## src/hdl/gll_pkg.sv

```systemverilog
`timescale 1ns / 1ps
// ----------------------------------------------------------------------------
// gll_pkg
// Shared types and constants of the GLL position sentence parser.
// ----------------------------------------------------------------------------
package gll_pkg;

    localparam int FRAC_DIGITS_DEF = 5;
    localparam int FRAC_W          = 17;
    localparam int QUEUE_DEPTH_DEF = 4;

    // Field numbers inside a sentence, counted from the header remainder.
    localparam logic [2:0] FLD_LAT  = 3'd1;
    localparam logic [2:0] FLD_NS   = 3'd2;
    localparam logic [2:0] FLD_LON  = 3'd3;
    localparam logic [2:0] FLD_EW   = 3'd4;
    localparam logic [2:0] FLD_TIME = 3'd5;
    localparam logic [2:0] FLD_LAST = 3'd7;

    // One finished field, handed from the byte front end to the evaluator.
    typedef struct packed {
        logic [2:0]        fld;
        logic              term;
        logic              bad;
        logic [9:0]        deg;
        logic [6:0]        mm;
        logic [FRAC_W-1:0] frac;
        logic [2:0]        fcnt;
        logic [7:0]        hr;
        logic [6:0]        mn;
        logic [6:0]        ss;
        logic [7:0]        side;
        logic [4:0]        mask;
    } t_cmd;

endpackage

```

## src/hdl/nmea_gll_position_parser_top.sv

```systemverilog
`timescale 1ns / 1ps
// ----------------------------------------------------------------------------
// nmea_gll_position_parser_top
// GLL position sentence parser: bytes in, one position record per sentence.
// ----------------------------------------------------------------------------
// The block takes one ASCII byte per transaction and accepts a byte every
// cycle. It looks for the header $GPGLL, splits the sentence at commas and
// converts latitude and longitude (ddmm.mmmmm) to degrees times 100000 with
// exact integer arithmetic, saturating at 2^25-1; it keeps both hemisphere
// bytes and hour, minute and second of the time field. A '*', a control
// byte or a byte above 'z' ends the sentence and yields one output
// transaction; fields that did not appear keep the values of earlier
// sentences, and present_mask tells which fields were reached. A numeric
// field with a foreign character reads as zero. Inside the block a byte front
// end accumulates digits and hands each finished field to a short queue; a
// three-stage evaluator (scaling multiplies, a reciprocal divide by 60, then
// add and saturate) drains it at one field per cycle while the output is not
// held by i_stall. The input stalls only when the field queue is full, which
// happens only while the output is held by i_stall.
// ----------------------------------------------------------------------------
module nmea_gll_position_parser_top #(
    parameter int FRAC_DIGITS = gll_pkg::FRAC_DIGITS_DEF,
    parameter int QUEUE_DEPTH = gll_pkg::QUEUE_DEPTH_DEF
) (
    input  logic        i_clk,
    input  logic        i_rst_n,
    input  logic        i_valid,
    output logic        o_stall,
    input  logic [7:0]  i_rx_byte,
    output logic        o_valid,
    input  logic        i_stall,
    output logic [24:0] o_lat_value,
    output logic [7:0]  o_lat_side,
    output logic [24:0] o_lon_value,
    output logic [7:0]  o_lon_side,
    output logic [7:0]  o_utc_hour,
    output logic [6:0]  o_utc_minute,
    output logic [6:0]  o_utc_second,
    output logic [4:0]  o_present_mask
);
    import gll_pkg::*;

    t_cmd front_cmd, head_cmd;
    logic push, pop, full, empty, accept;

    // A byte is taken whenever the queue has room for the field it may end.
    assign o_stall = full;
    assign accept  = i_valid && !full;

    gll_front #(.FRAC_DIGITS(FRAC_DIGITS)) u_front (
        .i_clk     (i_clk),
        .i_rst_n   (i_rst_n),
        .i_accept  (accept),
        .i_rx_byte (i_rx_byte),
        .o_push    (push),
        .o_cmd     (front_cmd)
    );

    gll_queue #(.DEPTH(QUEUE_DEPTH)) u_queue (
        .i_clk   (i_clk),
        .i_rst_n (i_rst_n),
        .i_push  (push),
        .i_data  (front_cmd),
        .i_pop   (pop),
        .o_full  (full),
        .o_empty (empty),
        .o_data  (head_cmd)
    );

    gll_back u_back (
        .i_clk          (i_clk),
        .i_rst_n        (i_rst_n),
        .i_have         (!empty),
        .i_cmd          (head_cmd),
        .o_pop          (pop),
        .o_valid        (o_valid),
        .i_stall        (i_stall),
        .o_lat_value    (o_lat_value),
        .o_lat_side     (o_lat_side),
        .o_lon_value    (o_lon_value),
        .o_lon_side     (o_lon_side),
        .o_utc_hour     (o_utc_hour),
        .o_utc_minute   (o_utc_minute),
        .o_utc_second   (o_utc_second),
        .o_present_mask (o_present_mask)
    );

endmodule

```

## src/hdl/gll_front.sv

```systemverilog
`timescale 1ns / 1ps
// ----------------------------------------------------------------------------
// gll_front
// Header search, field splitting and digit accumulation, one byte a cycle while i_accept is high.
// ----------------------------------------------------------------------------
module gll_front #(
    parameter int FRAC_DIGITS = gll_pkg::FRAC_DIGITS_DEF
) (
    input  logic         i_clk,
    input  logic         i_rst_n,
    input  logic         i_accept,
    input  logic [7:0]   i_rx_byte,
    output logic         o_push,
    output gll_pkg::t_cmd o_cmd
);
    import gll_pkg::*;

    localparam logic [2:0] HDR_LEN = 3'd6;
    localparam logic [2:0] FRAC_MAX = 3'(FRAC_DIGITS);

    function automatic logic [7:0] hdr_char(input logic [2:0] idx);
        logic [7:0] c;
        c = 8'h00;
        unique case (idx)
            3'd0:    c = 8'h24;
            3'd1:    c = 8'h47;
            3'd2:    c = 8'h50;
            3'd3:    c = 8'h47;
            3'd4:    c = 8'h4C;
            3'd5:    c = 8'h4C;
            default: c = 8'h00;
        endcase
        return c;
    endfunction

    logic [2:0]        r_hm, n_hm;
    logic              r_in, n_in;
    logic [2:0]        r_fn, n_fn;
    logic [31:0]       r_int, n_int;
    logic              r_sat, n_sat;
    logic [15:0]       r_nib, n_nib;
    logic [9:0]        r_deg, n_deg;
    logic [7:0]        r_hr, n_hr;
    logic [FRAC_W-1:0] r_frac, n_frac;
    logic [2:0]        r_fcnt, n_fcnt;
    logic              r_pt, n_pt;
    logic              r_bad, n_bad;
    logic [7:0]        r_first, n_first;
    logic [4:0]        r_seen, n_seen;

    logic        term, delim, is_digit;
    logic [3:0]  dig;
    logic [34:0] int_prod;
    logic [13:0] deg_tmp;
    logic [11:0] hr_tmp;
    logic [2:0]  fn_inc;

    always_comb begin
        term     = (i_rx_byte == 8'h2A) || (i_rx_byte < 8'h20) || (i_rx_byte > 8'h7A);
        delim    = term || (i_rx_byte == 8'h2C);
        is_digit = (i_rx_byte >= 8'h30) && (i_rx_byte <= 8'h39);
        dig      = 4'(i_rx_byte - 8'h30);
        int_prod = {3'b000, r_int} * 35'd10 + {31'd0, dig};
        deg_tmp  = {4'd0, r_deg} * 14'd10 + {10'd0, r_nib[7:4]};
        hr_tmp   = {4'd0, r_hr} * 12'd10 + {8'd0, r_nib[15:12]};
        fn_inc   = (r_fn < FLD_LAST) ? r_fn + 3'd1 : r_fn;

        n_hm = r_hm;  n_in = r_in;   n_fn = r_fn;     n_int = r_int;
        n_sat = r_sat; n_nib = r_nib; n_deg = r_deg;  n_hr = r_hr;
        n_frac = r_frac; n_fcnt = r_fcnt; n_pt = r_pt; n_bad = r_bad;
        n_first = r_first; n_seen = r_seen;
        o_push = 1'b0;

        if (i_accept) begin
            if (!r_in) begin
                if (i_rx_byte == hdr_char(r_hm)) begin
                    n_hm = r_hm + 3'd1;
                end else if (i_rx_byte == 8'h24) begin
                    n_hm = 3'd1;
                end else begin
                    n_hm = 3'd0;
                end
                if (n_hm == HDR_LEN) begin
                    n_in   = 1'b1;
                    n_hm   = 3'd0;
                    n_fn   = 3'd0;
                    n_seen = 5'd0;
                end
            end else if (delim) begin
                o_push = 1'b1;
                if (term) begin
                    n_in = 1'b0;
                    n_fn = 3'd0;
                end else begin
                    n_fn = fn_inc;
                    if (fn_inc >= FLD_LAT && fn_inc <= FLD_TIME) begin
                        n_seen = r_seen | 5'(5'd1 << (fn_inc - 3'd1));
                    end
                end
            end else begin
                if (r_first == 8'h00) begin
                    n_first = i_rx_byte;
                end
                if (is_digit) begin
                    if (r_pt) begin
                        if (r_fcnt < FRAC_MAX) begin
                            n_frac = FRAC_W'({r_frac, 3'b000} + {2'b00, r_frac, 1'b0}
                                             + {{(FRAC_W-1){1'b0}}, dig});
                            n_fcnt = r_fcnt + 3'd1;
                        end
                    end else if (!r_sat) begin
                        if (int_prod > 35'h0FFFFFFFF) begin
                            n_int = 32'hFFFFFFFF;
                            n_sat = 1'b1;
                        end else begin
                            n_int = int_prod[31:0];
                        end
                        n_nib = {r_nib[11:0], dig};
                        n_deg = (deg_tmp > 14'd1023) ? 10'd1023 : deg_tmp[9:0];
                        n_hr  = (hr_tmp > 12'd255) ? 8'd255 : hr_tmp[7:0];
                    end
                end else if (i_rx_byte == 8'h2E) begin
                    if (r_pt) begin
                        n_bad = 1'b1;
                    end else begin
                        n_pt = 1'b1;
                    end
                end else begin
                    n_bad = 1'b1;
                end
            end

            // Every field boundary and a new sentence start from a clean field.
            if ((!r_in && n_in) || (r_in && delim)) begin
                n_int = 32'd0;  n_sat = 1'b0; n_nib = 16'd0; n_deg = 10'd0;
                n_hr = 8'd0;    n_frac = '0;  n_fcnt = 3'd0; n_pt = 1'b0;
                n_bad = 1'b0;   n_first = 8'h00;
            end
        end
    end

    always_comb begin
        o_cmd.fld  = r_fn;
        o_cmd.term = term;
        o_cmd.bad  = r_bad;
        o_cmd.deg  = r_deg;
        o_cmd.mm   = 7'({3'd0, r_nib[7:4]} * 7'd10 + {3'd0, r_nib[3:0]});
        o_cmd.frac = r_frac;
        o_cmd.fcnt = r_fcnt;
        o_cmd.side = (r_first != 8'h00) ? r_first : i_rx_byte;
        o_cmd.mask = r_seen;
        if (r_sat) begin
            // A saturated integer reads as 4294967295.
            o_cmd.hr = 8'd255;
            o_cmd.mn = 7'd72;
            o_cmd.ss = 7'd95;
        end else begin
            o_cmd.hr = r_hr;
            o_cmd.mn = 7'({3'd0, r_nib[15:12]} * 7'd10 + {3'd0, r_nib[11:8]});
            o_cmd.ss = 7'({3'd0, r_nib[7:4]} * 7'd10 + {3'd0, r_nib[3:0]});
        end
    end

    always_ff @(posedge i_clk) begin
        if (!i_rst_n) begin
            r_hm <= 3'd0; r_in <= 1'b0; r_fn <= 3'd0; r_int <= 32'd0; r_sat <= 1'b0;
            r_nib <= 16'd0; r_deg <= 10'd0; r_hr <= 8'd0; r_frac <= '0; r_fcnt <= 3'd0;
            r_pt <= 1'b0; r_bad <= 1'b0; r_first <= 8'h00; r_seen <= 5'd0;
        end else begin
            r_hm <= n_hm; r_in <= n_in; r_fn <= n_fn; r_int <= n_int; r_sat <= n_sat;
            r_nib <= n_nib; r_deg <= n_deg; r_hr <= n_hr; r_frac <= n_frac;
            r_fcnt <= n_fcnt; r_pt <= n_pt; r_bad <= n_bad; r_first <= n_first;
            r_seen <= n_seen;
        end
    end

endmodule

```

## src/hdl/gll_queue.sv

```systemverilog
`timescale 1ns / 1ps
// ----------------------------------------------------------------------------
// gll_queue
// Small first-in first-out queue of finished fields.
// ----------------------------------------------------------------------------
module gll_queue #(
    parameter int DEPTH = gll_pkg::QUEUE_DEPTH_DEF
) (
    input  logic          i_clk,
    input  logic          i_rst_n,
    input  logic          i_push,
    input  gll_pkg::t_cmd i_data,
    input  logic          i_pop,
    output logic          o_full,
    output logic          o_empty,
    output gll_pkg::t_cmd o_data
);
    import gll_pkg::*;

    localparam int AW = (DEPTH > 1) ? $clog2(DEPTH) : 1;
    localparam int CW = $clog2(DEPTH + 1);

    t_cmd          r_mem [DEPTH];
    logic [AW-1:0] r_wp, r_rp;
    logic [CW-1:0] r_cnt;
    logic          do_push, do_pop;

    assign o_full  = (r_cnt == CW'(DEPTH));
    assign o_empty = (r_cnt == '0);
    assign o_data  = r_mem[r_rp];
    assign do_push = i_push && !o_full;
    assign do_pop  = i_pop && !o_empty;

    always_ff @(posedge i_clk) begin
        if (do_push) begin
            r_mem[r_wp] <= i_data;
        end
    end

    always_ff @(posedge i_clk) begin
        if (!i_rst_n) begin
            r_wp  <= '0;
            r_rp  <= '0;
            r_cnt <= '0;
        end else begin
            if (do_push) begin
                r_wp <= (r_wp == AW'(DEPTH - 1)) ? '0 : r_wp + AW'(1);
            end
            if (do_pop) begin
                r_rp <= (r_rp == AW'(DEPTH - 1)) ? '0 : r_rp + AW'(1);
            end
            r_cnt <= r_cnt + CW'(do_push) - CW'(do_pop);
        end
    end

endmodule

```

## src/hdl/gll_back.sv

```systemverilog
`timescale 1ns / 1ps
// ----------------------------------------------------------------------------
// gll_back
// Field evaluation pipeline, held position values and the result register.
// ----------------------------------------------------------------------------
module gll_back (
    input  logic          i_clk,
    input  logic          i_rst_n,
    input  logic          i_have,
    input  gll_pkg::t_cmd i_cmd,
    output logic          o_pop,
    output logic          o_valid,
    input  logic          i_stall,
    output logic [24:0]   o_lat_value,
    output logic [7:0]    o_lat_side,
    output logic [24:0]   o_lon_value,
    output logic [7:0]    o_lon_side,
    output logic [7:0]    o_utc_hour,
    output logic [6:0]    o_utc_minute,
    output logic [6:0]    o_utc_second,
    output logic [4:0]    o_present_mask
);
    import gll_pkg::*;

    localparam logic [24:0] SAT25   = 25'h1FFFFFF;
    localparam logic [9:0]  DEG_SAT = 10'd336;
    // ceil(2^26 / 15); exact for quotients of values below 2^22.
    localparam logic [22:0] RECIP15 = 23'd4473925;

    function automatic logic [16:0] frac_scale(input logic [2:0] cnt);
        logic [16:0] s;
        s = 17'd1;
        unique case (cnt)
            3'd0:    s = 17'd100000;
            3'd1:    s = 17'd10000;
            3'd2:    s = 17'd1000;
            3'd3:    s = 17'd100;
            3'd4:    s = 17'd10;
            default: s = 17'd1;
        endcase
        return s;
    endfunction

    logic en;
    assign en    = !o_valid || !i_stall;
    assign o_pop = en && i_have;

    // Stage 1: scale minutes and degrees.
    t_cmd        r1_cmd;
    logic        r1_v, r1_dsat;
    logic [23:0] r1_pmin;
    logic [24:0] r1_pdeg;
    logic [6:0]  mm_eff;
    logic [16:0] fr_eff;
    logic [9:0]  dg_eff;
    logic [33:0] fr_prod;
    logic [23:0] mm_prod;
    logic [25:0] dg_prod;

    always_comb begin
        mm_eff  = i_cmd.bad ? 7'd0 : i_cmd.mm;
        fr_eff  = i_cmd.bad ? 17'd0 : i_cmd.frac;
        dg_eff  = i_cmd.bad ? 10'd0 : i_cmd.deg;
        fr_prod = {17'd0, fr_eff} * {17'd0, frac_scale(i_cmd.fcnt)};
        mm_prod = {17'd0, mm_eff} * 24'd100000;
        dg_prod = {17'd0, dg_eff[8:0]} * 26'd100000;
    end

    // Stage 2: minutes over 60 as a quarter over 15.
    t_cmd        r2_cmd;
    logic        r2_v, r2_dsat;
    logic [24:0] r2_pdeg;
    logic [18:0] r2_q;
    logic [44:0] q_prod;

    assign q_prod = {23'd0, r1_pmin[23:2]} * {22'd0, RECIP15};

    // Stage 3: add, saturate and update the held values.
    logic [25:0] sum3;
    logic [24:0] coord3;
    logic [24:0] r_lat, n_lat, r_lon, n_lon;
    logic [7:0]  r_lat_side, n_lat_side, r_lon_side, n_lon_side;
    logic [7:0]  r_hr, n_hr;
    logic [6:0]  r_mn, n_mn, r_ss, n_ss;

    always_comb begin
        sum3   = {1'b0, r2_pdeg} + {7'd0, r2_q};
        coord3 = (r2_dsat || sum3 > {1'b0, SAT25}) ? SAT25 : sum3[24:0];
        n_lat = r_lat; n_lon = r_lon; n_lat_side = r_lat_side; n_lon_side = r_lon_side;
        n_hr = r_hr; n_mn = r_mn; n_ss = r_ss;
        if (r2_v) begin
            unique case (r2_cmd.fld)
                FLD_LAT:  n_lat = coord3;
                FLD_NS:   n_lat_side = r2_cmd.side;
                FLD_LON:  n_lon = coord3;
                FLD_EW:   n_lon_side = r2_cmd.side;
                FLD_TIME: begin
                    n_hr = r2_cmd.bad ? 8'd0 : r2_cmd.hr;
                    n_mn = r2_cmd.bad ? 7'd0 : r2_cmd.mn;
                    n_ss = r2_cmd.bad ? 7'd0 : r2_cmd.ss;
                end
                default: ;
            endcase
        end
    end

    always_ff @(posedge i_clk) begin
        if (en) begin
            r1_cmd  <= i_cmd;
            r1_pmin <= mm_prod + fr_prod[23:0];
            r1_pdeg <= dg_prod[24:0];
            r1_dsat <= dg_eff >= DEG_SAT;
            r2_cmd  <= r1_cmd;
            r2_pdeg <= r1_pdeg;
            r2_dsat <= r1_dsat;
            r2_q    <= q_prod[44:26];
            if (r2_v && r2_cmd.term) begin
                o_lat_value    <= n_lat;
                o_lat_side     <= n_lat_side;
                o_lon_value    <= n_lon;
                o_lon_side     <= n_lon_side;
                o_utc_hour     <= n_hr;
                o_utc_minute   <= n_mn;
                o_utc_second   <= n_ss;
                o_present_mask <= r2_cmd.mask;
            end
        end
    end

    always_ff @(posedge i_clk) begin
        if (!i_rst_n) begin
            r1_v <= 1'b0; r2_v <= 1'b0; o_valid <= 1'b0;
            r_lat <= 25'd0; r_lon <= 25'd0; r_lat_side <= 8'd0; r_lon_side <= 8'd0;
            r_hr <= 8'd0; r_mn <= 7'd0; r_ss <= 7'd0;
        end else if (en) begin
            r1_v    <= i_have;
            r2_v    <= r1_v;
            o_valid <= r2_v && r2_cmd.term;
            r_lat <= n_lat; r_lon <= n_lon; r_lat_side <= n_lat_side;
            r_lon_side <= n_lon_side; r_hr <= n_hr; r_mn <= n_mn; r_ss <= n_ss;
        end
    end

endmodule
```

## config.mk

```make
export PLATFORM = sky130hd
export DESIGN_NAME = nmea_gll_position_parser_top
export DESIGN_NICKNAME = d
export VERILOG_FILES = /design/src/hdl/gll_pkg.sv /design/src/hdl/nmea_gll_position_parser_top.sv /design/src/hdl/gll_front.sv /design/src/hdl/gll_queue.sv /design/src/hdl/gll_back.sv
export SDC_FILE = /design/constraint.sdc
export NUM_CORES = 2
export LEC_CHECK = 0
export BUFFER_PORTS_ARGS = -buffer_cell sky130_fd_sc_hd__buf_2
export CORE_MARGIN = 8
export CORE_UTILIZATION = 40
export CTS_CLUSTER_DIAMETER = 50
export DETAILED_ROUTE_END_ITERATION = 16
export HOLD_SLACK_MARGIN = 0.15
export SLEW_MARGIN = 20
export SYNTH_ARGS = -nofsm -noshare
export SYNTH_HDL_FRONTEND = slang
export SYNTH_HIERARCHICAL = 1
export SYNTH_SLANG_ARGS = --single-unit
export TNS_END_PERCENT = 10
```

## constraint.sdc

```tcl
create_clock -name i_clk -period 12.4 [get_ports i_clk]
set_clock_uncertainty 0.2 [all_clocks]
set_input_delay 2.48 -clock i_clk [delete_from_list [all_inputs] [get_ports i_clk]]
set_output_delay 2.48 -clock i_clk [all_outputs]
set_load 0.05 [all_outputs]
```

* After elaboration in Yosys (flattened, before gate mapping)
Memories as Yosys holds them, arrays and structs flattened. A register that Yosys moved wholly into a read port is not among the register bits.
Cells that the tools add are included.
** Storage, ports and cells
- Register bits :: 465
- Bits in writable memories :: 308
- Bits of input ports :: 12
- Output and inout port bits :: 95
- Memories :: 1
** Memories
- u_queue.r_mem :: words 4, width 77, read ports 1, clocked after memory_dff 1, wr ports 1, RTL line gll_queue.sv:23 : t_cmd r_mem [DEPTH];
** Cells by class
- Add/sub/neg operators :: 18
- $mul :: 9
- Magnitude comparators :: 13
- Equal/unequal tests :: 31
- Shift-type cells :: 1
- Multiplexer cells :: 117
- Bitwise operators :: 2
- Reductions and logical operators :: 44
** Operators by type and width (count)
- $mux W32 :: 7
- $mux W8 :: 21
- $mux W25 :: 5
- $mux W17 :: 7
- $mux W16 :: 6
- $pmux W17 S5 :: 1
- $mux W10 :: 8
- $mux W7 :: 7
- $mul A22 B23 Y45 const B :: 1
- $mux W3 :: 15
- $add A35 B4 Y35 :: 1
- $gt A35 B32 Y1 const B :: 1
- $mul A32 B3 Y34 const B :: 1
- $eq A8 B6 Y1 const B :: 4
- $mux W1 :: 29
- $pmux W7 S4 :: 1
- $add A25 B19 Y26 :: 1
- $gt A26 B25 Y1 const B :: 1
- $mux W5 :: 5
- $add A24 B24 Y24 :: 1
- $mul A17 B17 Y24 :: 1
- $mux W22 :: 1
- $eq A3 B3 Y1 const B :: 7
- $mul A9 B12 Y20 const B :: 1
- 48 further kinds :: 102

* Longest topological paths before layout
- Word-level depth :: 17
- Gate-level depth with buffers :: 35
- Mapped depth without buffers :: 31

* By module
The synthesis kept the hierarchy.
** By module, submodules not included
- gll_back :: instances 1, cells an instance 2630, area each 27592.7 um^2, seq. area each 9509.1 um^2
- gll_queue :: instances 1, cells an instance 455, area each 11619.9 um^2, seq. area each 9429.0 um^2
- gll_front :: instances 1, cells an instance 1224, area each 9935.8 um^2, seq. area each 2182.1 um^2
- nmea_gll_position_parser_top :: instances 1, cells an instance 2, area each 17.5 um^2, seq. area each 0.0 um^2

* Worst setup path after synthesis
No wires, ideal clock.
- Kind :: reg-to-reg
- Start :: reg (tool-made name)
- End :: reg u_back.r1_pmin[22] (data pin)
- Arrival time :: 8.418 ns
- Data required time :: 12.005 ns
- Slack :: 3.587 ns
- Stages on the path, launching flop included :: 32
- Path buffers :: 4
- Clock period less this slack :: 8.813 ns
- Path through :: dfxtp_1 -> buf_6 -> buf_4 -> mux4_2 -> clkbuf_1 -> clkbuf_1 -> nor2b_1 -> ha_1 -> ha_1 -> ha_1 -> fa_1 -> ha_1 -> a21o_1 -> a21oi_1 -> o21ai_1 -> a211oi_1 -> o31ai_1 -> xnor2_1 -> fa_1 -> inv_1 -> fa_1 -> fa_1 -> inv_1 -> fa_1 -> fa_1 -> inv_1 -> ha_1 -> and2_1 -> a31o_2 -> a211o_1 -> a2111o_1 -> o311ai_0
** RTL lines
- end signal: assignment :: RTL line gll_back.sv:110 : r1_pmin <= mm_prod + fr_prod[23:0];
- end: declaration :: RTL line gll_back.sv:51 : logic [23:0] r1_pmin;

==> results by group <==
Place
  – RePlAce Congestion: 0.855
  – IO Port Bufs: 106
  – Post-DP HPWL: 77900 µm
  – Total placed instance area: 51300 µm²

Yosys
  – Top cells by area, synth: edfxtp_1 34%, ha_1 13%, fa_1 11%, dfxtp_1 8.5%, inv_1 3.6%
  – Synthesis-stage register bit count: 773
  – Synthesized net count: 5113
  – Cell Area, Synth: 49200 µm²
  – Seq/Total Area, Yosys: 0.430
  – Synth cell count leaders: 564 x edfxtp_1, 523 x ha_1, 471 x inv_1
  – Fraction of registers with async set or reset after synthesis: 0
  – Post-Syn Instances: 4311
  – Yosys cell types: 92
  – Ys Warns: 6
  – Top FF cell, synth: edfxtp_1
  – Post-synth EDFFs: 564
  – Top-count cell post-synth: edfxtp_1
  – Post-synth top area cell: edfxtp_1
  – Synth top area share: 0.344
  – Post-Syn Area per Cell: 11.4 µm²

Final layout
  – Nets: 5171
  – Design area: 54200 µm²
  – Proportion of layout cells with a drive suffix above 1: 0.103
  – Layout area overhead: 10.2%

Power and ir drop
  – Pwr Density: 97.5 nW/µm²
  – Sw frac: 0.209
  – Leakage power: 24.6 nW
  – Clock network fraction of total power: 0.475
  – Logic pwr share: 0.007
  – Switch Pwr: 1.10 mW
  – Design Power: 5.29 mW
  – Sequential share of power: 0.518
  – Cell-internal power: 4.18 mW
  – Peak supply drop: 82.2 µV

STA
  – Final min period: 9.72 ns
  – Worst slew pin tran: 1.09 ns
  – Fin crit share: 0.784
  – Fin. max-slew vios: 0
  – Final hold violation count: 0
  – Slew HR: 0.275
  – Maximum clock rate: 103 MHz
  – Count of final setup violators: 0
  – RSZ-0062 raised after global routing: no
  – Total negative slack: 0 ns
  – WHS: 0.216 ns

Worst setup path
  – CP top delay family: adder cells
  – Nature of the critical path endpoint: flip-flop
  – CP peak stage delay: 0.93 ns
  – Crit-path max FO: 45
  – Startpoint Class: flip-flop
  – Slowest-stage cell, CP: mux4_2
  – Arr. time, crit path: 9.88 ns
  – Crit path kind: reg2reg
  – Most common cell on crit path: fa_1
  – WP buf/inv: 4
  – CP Data Required Time: 12.57 ns

CTS
  – Clock latency on the worst-skew pair: 0.64 ns
  – CTS Buffer Depth: 3
  – Setup Fix Bufs, Post-CTS: 0
  – Htree depth: 3
  – Clk sinks: 773
  – Clock Root Buffer: clkbuf_16
  – Clock-pin slew on the worst setup and hold paths: 0.06 ns
  – TritonCTS clock tree: done
  – CTS resizes: 0
  – Hold-fix buffers, CTS: 0
  – Inserted Clock Buffers: 86

GRT
  – Largest net degree at the start of global routing: 132
  – Initial antenna violation count: 5
  – Grt total ovfl: 0
  – First-pass GRT wire length: 174000 µm
  – Vias in the first global route: 32243
  – GR Util All Layers: 0.156

Run
  – Max-Cap Viols: 0

Floorplan
  – Die height: 367 µm
  – Core area: 122000 µm²
  – Row count: 128
  – Die W: 367 µm
  – Initial core utilization: 0.403
  – Die area: 134000 µm²
  – Num ports: 107

Drt
  – DRT Pass-1 Iters: 5
  – Final WL: 106000 µm
  – Routed len/inst: 17.5 µm
  – Via density: 5.18
  – Drt drc: 0
  – Antenna Nets Post-Route: 0
  – Via count: 31459
  – DR iter-0 viols: 1849

Min path
  – Worst Hold Class: reg2reg

Outcome
  – Status: finished, final reports clean
[state kept, by name, indices dropped and copies added, names as in the netlist, 10 cells and up, named ones only]
register,count
u_back/r_lon,25
u_front/r_frac,17
u_back/r_lat,25
u_back/r2_cmd,40
u_back/r2_pdeg,20
u_front/r_deg,10
u_back/o_lon_value,25
u_back/r1_cmd,40
u_back/r1_pmin,22
u_front/r_int,32
u_front/r_nib,16
u_back/r2_q,19
u_back/o_lat_value,25
u_back/r1_pdeg,20
u_queue/r_mem,308
[path summary, 6_finish.rpt]
path,startpoint,end,slack (ns),depth (start not counted)
setup reg to reg,flip-flop,u_back/r1_pmin[23]$_DFFE_PN_,2.68,29
hold / removal,u_back/r1_cmd[15]$_DFFE_PN_,u_back/r2_cmd[15]$_DFFE_PN_,0.22,0
hold reg to reg,u_back/r1_cmd[15]$_DFFE_PN_,u_back/r2_cmd[15]$_DFFE_PN_,0.22,0
setup / recovery,flip-flop,u_back/r1_pmin[23]$_DFFE_PN_,2.68,29
[metrics by stage]
step                      setup WS, ns  instances  utilization
after global routing              2.04       6069        0.445
after CTS                         2.58       6067        0.444
after detailed placement          2.61       5905        0.421
after global placement            2.67       5905        0.421
after floorplan                   3.59       4311            -
final                             2.68       6072        0.445
[cells in the final DEF (no fill, tap or decap), types with 50 or more instances in the layout]
| cell | Yosys | routed |
|---|---|---|
| fa_1 | 267 | 267 |
| o21ai_0 | 171 | 171 |
| clkbuf_16 | 0 | 88 |
| a21oi_1 | 235 | 235 |
| xnor2_1 | 124 | 124 |
| nand2b_1 | 50 | 50 |
| inv_1 | 471 | 470 |
| buf_2 | 16 | 105 |
| a21o_1 | 60 | 60 |
| edfxtp_1 | 564 | 564 |
| ha_1 | 523 | 523 |
| nor2_1 | 192 | 188 |
| xor2_1 | 57 | 57 |
| nor3_1 | 60 | 59 |
| nand2_1 | 364 | 364 |
| mux4_2 | 77 | 77 |
| dfxtp_1 | 209 | 207 |
| nand3_1 | 92 | 92 |
[kinds of logic (layout without fill, tap and decap cells)]
logic type	Yosys count	after routing	synth area share
AND/OR/NAND/NOR	1020	1020	0.100
adder cells (fa/ha/maj)	790	790	0.242
AO/OA/AOI/OAI	787	787	0.101
flip-flops	773	773	0.430
buffers and inverters	646	778	0.0520
XOR/XNOR	181	181	0.0322
multiplexers	113	113	0.0431
other	1	5	0.0000763
[area by class of cell]
type                    count  area (µm²)
diodes                      4        10.0
clock buffers             119        2440
clock inverters            43         415
fillers                 11200       67700
inverters                 472        1780
multi-input cells        2892       25500
flip-flops and latches    773       21100
well taps                1625        2030
repair buffers            144         831
[per-layer routing]
metal  wire [µm]  up-vias  part of all wire  global-route usage
met1       47200    15422              0.44               0.203
met5          13        -           0.00012                   0
met4        2390        2             0.022              0.0408
met3        3570      152             0.034              0.0189
met2       52900      496              0.50               0.275
li1            -    15387                 -                   -
[power groups by stage]
stage | sequential [mW] | clock (mW) | combinational [mW]
after floorplan | 2.79 | 0 | 0.0234
after global placement | 2.79 | 0 | 0.0363
after detailed placement | 2.79 | 0 | 0.0368
after CTS | 2.74 | 2.58 | 0.0369
after global routing | 2.74 | 2.68 | 0.0403
final | 2.74 | 2.51 | 0.0364
No activity file was read; power rests on OpenSTA's default activity.
